## src/hw/rtl/double_ended_queue_core_defines.svh

```systemverilog
// ----------------------------------------------------------------------------
// double-ended queue core assertion macros
// shared concurrent check forms, clocked on clk and gated by rst_n
// ----------------------------------------------------------------------------
`ifndef DOUBLE_ENDED_QUEUE_CORE_DEFINES_SVH
`define DOUBLE_ENDED_QUEUE_CORE_DEFINES_SVH

// same-cycle implication
`define DQC_ASSERT_NOW(label, ante, cons) \
  label: assert property (@(posedge clk) disable iff (!rst_n) (ante) |-> (cons)) \
    else $error("dqc check failed");

// next-cycle implication
`define DQC_ASSERT_NEXT(label, ante, cons) \
  label: assert property (@(posedge clk) disable iff (!rst_n) (ante) |=> (cons)) \
    else $error("dqc check failed");

`endif

```

## src/hw/rtl/dqc_pkg.sv

```systemverilog
// ----------------------------------------------------------------------------
// dqc_pkg
// sizes, operation and status codes and the cell control struct
// ----------------------------------------------------------------------------
`timescale 1ns / 1ps

package dqc_pkg;

  localparam int DEPTH  = 16;
  localparam int DATA_W = 32;
  localparam int IDX_W  = (DEPTH > 1) ? $clog2(DEPTH) : 1;
  localparam int CNT_W  = $clog2(DEPTH + 1);
  localparam int OCC_W  = 5;
  localparam int KIND_W = 2;
  localparam int STAT_W = 2;

  localparam logic [KIND_W-1:0] KIND_PUSH_FRONT = 2'd0;
  localparam logic [KIND_W-1:0] KIND_PUSH_BACK  = 2'd1;
  localparam logic [KIND_W-1:0] KIND_POP_FRONT  = 2'd2;
  localparam logic [KIND_W-1:0] KIND_POP_BACK   = 2'd3;

  localparam logic [STAT_W-1:0] ST_OK        = 2'd0;
  localparam logic [STAT_W-1:0] ST_OVERFLOW  = 2'd1;
  localparam logic [STAT_W-1:0] ST_UNDERFLOW = 2'd2;

  typedef struct packed {
    logic                     shift_back;   // push front: every entry moves one cell back
    logic                     shift_front;  // pop front: every entry moves one cell forward
    logic                     write_back;   // push back: one cell takes the value
    logic [IDX_W-1:0]         write_idx;
    logic [IDX_W-1:0]         read_idx;
    logic signed [DATA_W-1:0] value;
  } dqc_ctrl_t;

endpackage

```

## src/hw/rtl/dqc_cell.sv

```systemverilog
// ----------------------------------------------------------------------------
// dqc_cell
// one storage slot of the queue row; trades its word with its neighbors
// ----------------------------------------------------------------------------
`timescale 1ns / 1ps

module dqc_cell import dqc_pkg::*; (
  input  logic                     clk,
  input  dqc_ctrl_t                ctrl,
  input  logic [IDX_W-1:0]         idx,
  input  logic signed [DATA_W-1:0] front_data,
  input  logic signed [DATA_W-1:0] back_data,
  output logic signed [DATA_W-1:0] data,
  output logic signed [DATA_W-1:0] tap
);

  logic signed [DATA_W-1:0] data_r;
  logic signed [DATA_W-1:0] data_nxt;

  always_comb begin
    data_nxt = data_r;
    if (ctrl.shift_back) begin
      data_nxt = front_data;
    end else if (ctrl.shift_front) begin
      data_nxt = back_data;
    end else if (ctrl.write_back && (ctrl.write_idx == idx)) begin
      data_nxt = ctrl.value;
    end
  end

  always_ff @(posedge clk) begin
    data_r <= data_nxt;
  end

  assign data = data_r;
  // gated so the row can be or-ed together
  assign tap  = (ctrl.read_idx == idx) ? data_r : '0;

endmodule

```

## src/hw/rtl/double_ended_queue_core.sv

```systemverilog
// ----------------------------------------------------------------------------
// double_ended_queue_core
// bounded deque of signed words kept packed in a row of cells, front in cell 0
// ----------------------------------------------------------------------------
//   channel   ports                                       handshake
//   input     in_kind, in_value                           start && !busy
//   result    out_popped, out_status, out_occupancy       out_valid strobe
//
// one operation per cycle; busy never rises
// the result strobes in the cycle after its beat, from the output register
// the cell row shifts, writes or is tapped in the same cycle the beat lands
// reset empties the queue; cell contents are not cleared
// results cannot be held off, so nothing stalls
`timescale 1ns / 1ps

`include "double_ended_queue_core_defines.svh"

module double_ended_queue_core import dqc_pkg::*; (
  input  logic                     clk,
  input  logic                     rst_n,
  input  logic                     start,
  output logic                     busy,
  input  logic [KIND_W-1:0]        in_kind,
  input  logic signed [DATA_W-1:0] in_value,
  output logic                     out_valid,
  output logic signed [DATA_W-1:0] out_popped,
  output logic [STAT_W-1:0]        out_status,
  output logic [OCC_W-1:0]         out_occupancy
);

  logic [CNT_W-1:0]         count_r;
  logic [CNT_W-1:0]         count_nxt;
  logic                     out_valid_r;
  logic signed [DATA_W-1:0] out_popped_r;
  logic signed [DATA_W-1:0] out_popped_nxt;
  logic [STAT_W-1:0]        out_status_r;
  logic [STAT_W-1:0]        out_status_nxt;
  logic [OCC_W-1:0]         out_occupancy_r;

  logic                     beat;
  logic                     is_push;
  logic                     full;
  logic                     empty;
  logic                     ok;
  logic signed [DATA_W-1:0] popped_or;
  dqc_ctrl_t                ctrl;

  logic signed [DATA_W-1:0] cell_data [DEPTH];
  logic signed [DATA_W-1:0] cell_tap  [DEPTH];

  assign busy    = 1'b0;
  assign beat    = start && !busy;
  assign is_push = (in_kind == KIND_PUSH_FRONT) || (in_kind == KIND_PUSH_BACK);
  assign full    = (count_r == CNT_W'(DEPTH));
  assign empty   = (count_r == '0);
  assign ok      = beat && (is_push ? !full : !empty);

  always_comb begin
    ctrl             = '0;
    ctrl.value       = in_value;
    ctrl.write_idx   = IDX_W'(count_r);
    ctrl.shift_back  = ok && (in_kind == KIND_PUSH_FRONT);
    ctrl.write_back  = ok && (in_kind == KIND_PUSH_BACK);
    ctrl.shift_front = ok && (in_kind == KIND_POP_FRONT);
    // last held entry sits at count-1
    ctrl.read_idx    = (in_kind == KIND_POP_BACK) ? IDX_W'(count_r - CNT_W'(1)) : '0;
  end

  for (genvar i = 0; i < DEPTH; i++) begin : g_cell
    logic signed [DATA_W-1:0] from_front;
    logic signed [DATA_W-1:0] from_back;
    if (i == 0) begin : g_head
      assign from_front = in_value;
    end else begin : g_mid_f
      assign from_front = cell_data[i-1];
    end
    if (i == DEPTH - 1) begin : g_tail
      assign from_back = cell_data[i];
    end else begin : g_mid_b
      assign from_back = cell_data[i+1];
    end
    dqc_cell u_cell (
      .clk        (clk),
      .ctrl       (ctrl),
      .idx        (IDX_W'(i)),
      .front_data (from_front),
      .back_data  (from_back),
      .data       (cell_data[i]),
      .tap        (cell_tap[i])
    );
  end

  always_comb begin
    popped_or = '0;
    for (int i = 0; i < DEPTH; i++) begin
      popped_or = popped_or | cell_tap[i];
    end
  end

  always_comb begin
    count_nxt      = count_r;
    out_popped_nxt = '0;
    out_status_nxt = ST_OK;
    if (beat) begin
      if (is_push) begin
        if (full) begin
          out_status_nxt = ST_OVERFLOW;
        end else begin
          count_nxt = count_r + CNT_W'(1);
        end
      end else begin
        if (empty) begin
          out_status_nxt = ST_UNDERFLOW;
        end else begin
          count_nxt      = count_r - CNT_W'(1);
          out_popped_nxt = popped_or;
        end
      end
    end
  end

  always_ff @(posedge clk) begin
    if (!rst_n) begin
      count_r     <= '0;
      out_valid_r <= 1'b0;
    end else begin
      count_r     <= count_nxt;
      out_valid_r <= beat;
    end
  end

  always_ff @(posedge clk) begin
    if (beat) begin
      out_popped_r    <= out_popped_nxt;
      out_status_r    <= out_status_nxt;
      out_occupancy_r <= OCC_W'(count_nxt);
    end
  end

  assign out_valid     = out_valid_r;
  assign out_popped    = out_popped_r;
  assign out_status    = out_status_r;
  assign out_occupancy = out_occupancy_r;

  `DQC_ASSERT_NOW(a_count_bound, 1'b1, count_r <= CNT_W'(DEPTH))
  `DQC_ASSERT_NEXT(a_beat_strobe, beat, out_valid_r)
  `DQC_ASSERT_NEXT(a_push_grows, ok && is_push, count_r == $past(count_r) + CNT_W'(1))
  `DQC_ASSERT_NOW(a_underflow_zero, out_valid_r && (out_status_r == ST_UNDERFLOW),
                  (out_popped_r == '0) && (out_occupancy_r == '0))

endmodule
```

## config.mk

```make
export PLATFORM = sky130hd
export DESIGN_NAME = double_ended_queue_core
export DESIGN_NICKNAME = d
export VERILOG_FILES = /design/src/hw/rtl/dqc_pkg.sv /design/src/hw/rtl/dqc_cell.sv /design/src/hw/rtl/double_ended_queue_core.sv
export VERILOG_INCLUDE_DIRS = /design/src /design/src/hw/rtl
export SDC_FILE = /design/constraint.sdc
export NUM_CORES = 1
export LEC_CHECK = 0
export BUFFER_PORTS_ARGS = -buffer_cell sky130_fd_sc_hd__clkbuf_2
export CAP_MARGIN = 20
export CORE_ASPECT_RATIO = 1.75
export CORE_UTILIZATION = 36
export CTS_BUF_LIST = sky130_fd_sc_hd__clkbuf_4
export DETAILED_ROUTE_END_ITERATION = 10
export GPL_ROUTABILITY_DRIVEN = 0
export PLACE_DENSITY = 0.56
export SYNTH_ARGS = -nofsm -noshare
export SYNTH_HDL_FRONTEND = slang
export SYNTH_HIERARCHICAL = 1
export SYNTH_SLANG_ARGS = --single-unit
export TNS_END_PERCENT = 1
```

## constraint.sdc

```tcl
create_clock -name clk -period 5.4 [get_ports clk]
set_clock_uncertainty 0.1 [all_clocks]
set_input_delay 1.08 -clock clk [delete_from_list [all_inputs] [get_ports clk]]
set_output_delay 1.08 -clock clk [all_outputs]
set_load 0.005 [all_outputs]
```

==> results.md <==
* Outcome: finished, final reports clean
* Final #Nets at 3,494
* Normalized max-slew margin at 33.3%
* Die width at ~230 um
* Switching Fraction at 30.4%
* Mapped Area at 0.0341 sq mm
* Gate Count Post-Synth at 3,271
* Adder and majority gate portion of the synthesized area at 0.0733%
* CTS buffer count at between 100 and 150
* Distinct cells, synth at around 40
* Crit start category: flop
* Max clock buf depth at 3
* Clk network pwr share at 33.4%
* # port buffers at 76
* CTS tree: yes
* Flop pwr share at 48.5%
* Sequential share of the synthesized area at about half
* Starting Density at 36.2%
* First-pass GRT wire length at 164,000 um
* Power density over the cells at between 200 and 300 mW/mm^2
* CTS Sinks at 557
* Reg2reg end: out_popped[16]$_SDFFCE_PP0P_
* Pint at 7840 uW
* Resized cells post-CTS at 0
* Dpl ws at 1100 ps
* Core box area at 0.0941 sq mm
* Origin of the critical flop-to-flop path: count_r[0]$_SDFF_PN0_
* Layout cells sized above 1 at 11.3%
* Synth Area in XOR/XNOR at 3.36%
* Largest stage delay, worst path at ~670 ps
* Via count at 25,700
* Per-instance average area after synthesis at 10.4 sq um
* Reg clk slew, reported paths at 70 ps
* NetSw at 3420 uW
* R2r setup slk at 1490 ps
* Endpoints failing setup at 0
* Synth Warn # at 6
* CTS H-Tree Depth at 4
* Routed Antenna Nets at 0
* HPWL Detailed at 62,700 um
* Crit Path Max Fanout at 24
* Post-synth EDFFs at between 500 and 600
* Grt total ovfl at 0
* Slowest CP cell: dfxtp_1
* Root Buffer Master: clkbuf_4
* Worst endpoint required time at 6010 ps
* Final worst slack at about 1500 ps
* Worst hold path stage count at 1
* Largest net degree at the start of global routing at 222
* Post-synthesis mux area share at 15.1%
* Dominant synthesized flop cell: edfxtp_1
* I/O pins at 78
* Largest family of logic cells by synthesized area: simple AND/OR/NAND/NOR gates
* Post-Synth Simple-Gate Area at 20.3%
* Routed len/inst at 23.1 um
* Die H at around 410 um
* Setup TNS at 0 ps
* Minimum clock period at roughly 4000 ps
* Postcts setup bufs at 0
* Detailed Route Iter0 Violations at approximately 2,500
* Crit path capture: out_popped[16]$_SDFFCE_PP0P_
* MaxCap Viol Count at 0
* Layout area overhead at 10.9%
* RSZ-0062 raised after global routing: no
* #FFs+latches synth at about 560
* F_max at 0.256 GHz
* Worst-Skew Late Latency at 1000 ps
* Vias in the first global route at 25,700
* Cells on worst reg2reg path at 12
* Fin. max-slew vios at 0
* Residual DRC count at 0
* Final core occ at 40.2%
* Crit. Startpoint: count_r[0]$_SDFF_PN0_
* Die ar. at 0.0961 sq mm
* VDD IR max at 117 uV
* Hold_buf cts at 0
* Arrival time worst endpoint at 4520 ps
* GRT Util Overall at 22.7%
* Final Cycle Share at roughly 72%
* DRT Pass-1 Iters at 6
* Row cnt at 149
* Wirelength, routed at about 110,000 um
* Hold Crit Class: in -> reg
* Fin. Hold Viols at 0
* Initial antenna violation count at 21
* Vias per Instance at 5.40
* Crit-path cells: inv_1 -> ha_1 -> xnor2_1 -> nor2_1 -> buf_4 -> xor2_1 -> nor4_4 -> buf_4 -> and2_1 -> nor4_1 -> and4_1 -> nor2_1
* Leakage at 0.0124 uW
* Synth Area in Compound Gates at around 8.3%
* Worst Tran Pin Value at 1000 ps
* Worst Setup End Kind: flop
* Fraction of registers with async set/reset at 0%
* Crit Path Class: reg -> reg
* Comb pwr share at between 10% and 20%
-- placed cells by master, fill, tap and decap left out, types with 2 or more instances in the layout --
cell	count
a311o_2	16
a31oi_1	3
and2_1	512
and4_1	32
buf_12	27
buf_4	44
bufinv_16	4
clkbuf_2	76
clkbuf_4	202
clkinv_1	16
conb_1	129
dfxtp_1	6
diode_2	13
edfxtp_1	551
ha_1	2
inv_1	7
inv_2	7
mux2i_1	514
nand2_1	515
nand2b_1	2
nand3_1	3
nor2_1	39
nor3_1	17
nor4_1	129
nor4_4	16
o21ai_0	517
o31a_1	2
or3_1	4
xnor2_1	19
xor2_1	112
-- cell usage after synthesis, types with 4 or more instances --
cell      number  share of area, %
or3_1          4             0.073
buf_6         49               1.6
buf_2         66              0.97
mux2i_1      514                15
xnor2_1       19              0.49
and2_1       512               9.4
inv_1          7             0.077
edfxtp_1     551                48
a311o_1       16              0.47
xor2_1       112               2.9
and4_1        32              0.82
nor4_4        16               1.0
nand2_1      516               5.7
buf_4          4             0.088
nor4_1       129               2.4
nor2_1        39              0.43
clkbuf_1     114               1.3
o21ai_0      517               7.6
dfxtp_1        6              0.35
nor3_1        18              0.26
-- state kept, by name, summed over array words and instances (netlist names) --
name and cells:
out_popped 32, out_occupancy 5, count_r 5, out_valid 1
out_status 2, g_cell.u_cell/data 512
-- worst max-delay path, delay by kind of cell (launching register included) --
kind,cells,cell delay (ps)
xor gates and xnor gates,2,430
and+or+nand+nor,6,1340
buffers and inverters,3,780
adders and majority gates,1,300
DFF,1,670
-- stage by stage --
stage / area [sq um] / instances / hold slack [ps] / power, uW
detailed placement: 36100 / 4521 / 433 / 7590
global placement: 36100 / 4520 / 420 / 7570
global route: 37800 / 4761 / 246 / 11800
CTS: 37800 / 4752 / 184 / 11400
floorplan: 34600 / 3398 / 413 / 6770
finish: 37900 / 4765 / 301 / 11300
-- layer usage --
layer  vias up  share of wire, %  GRT usage (%)
met2       774                52           41.4
met5         -             0.017              0
met4         2               3.4           10.2
li1      12100                 -              -
met3       218               4.8           3.03
met1     12700                40           26.4
-- worst min-delay path by stage --
stage | startpoint | to | slack [ps]
after floorplan | g_cell[0].u_cell/data[28]$_DFFE_PP_ | g_cell[1].u_cell/data[28]$_DFFE_PP_ | 410
after global placement | g_cell[0].u_cell/data[28]$_DFFE_PP_ | g_cell[1].u_cell/data[28]$_DFFE_PP_ | 420
after global routing | start | out_occupancy[0]$_DFFE_PP_ | 250
final | start | out_occupancy[2]$_DFFE_PP_ | 300
after CTS | start | out_occupancy[2]$_DFFE_PP_ | 180
after detailed placement | g_cell[0].u_cell/data[15]$_DFFE_PP_ | g_cell[1].u_cell/data[15]$_DFFE_PP_ | 430
-- power groups by stage --
stage / clock network [uW] / registers [uW] / logic [uW]
2_1_floorplan: 0 / 5460 / 1310
3_3_place_gp: 0 / 5560 / 2000
3_5_place_dp: 0 / 5560 / 2040
4_1_cts: 3890 / 5470 / 2040
5_1_grt: 4050 / 5500 / 2200
6_report: 3760 / 5460 / 2030
-- kinds of logic (layout without fill, tap and decap cells) --
group,count (synthesis),after routing
xor gates and xnor gates,131,131
adders and majority gates,2,2
muxes,514,514
DFF,557,557
AOI/OAI and AO/OA,545,545
and+or+nand+nor,1280,1280
other,2,142
buffers and inverters,240,386
-- layout make-up --
type / count / area, sq um
Multi-Input combinational cell: 2601 / 16600
Antenna cell: 13 / 32.5
Clock buffer: 202 / 1520
Fill cell: 9320 / 56300
Inverter: 7 / 26.3
Sequential cell: 557 / 16700
Timing Repair Buffer: 148 / 1270
Tap cell: 1208 / 1510
Clock inverter: 29 / 223
Note: power is estimated with default switching activity, not from simulation.
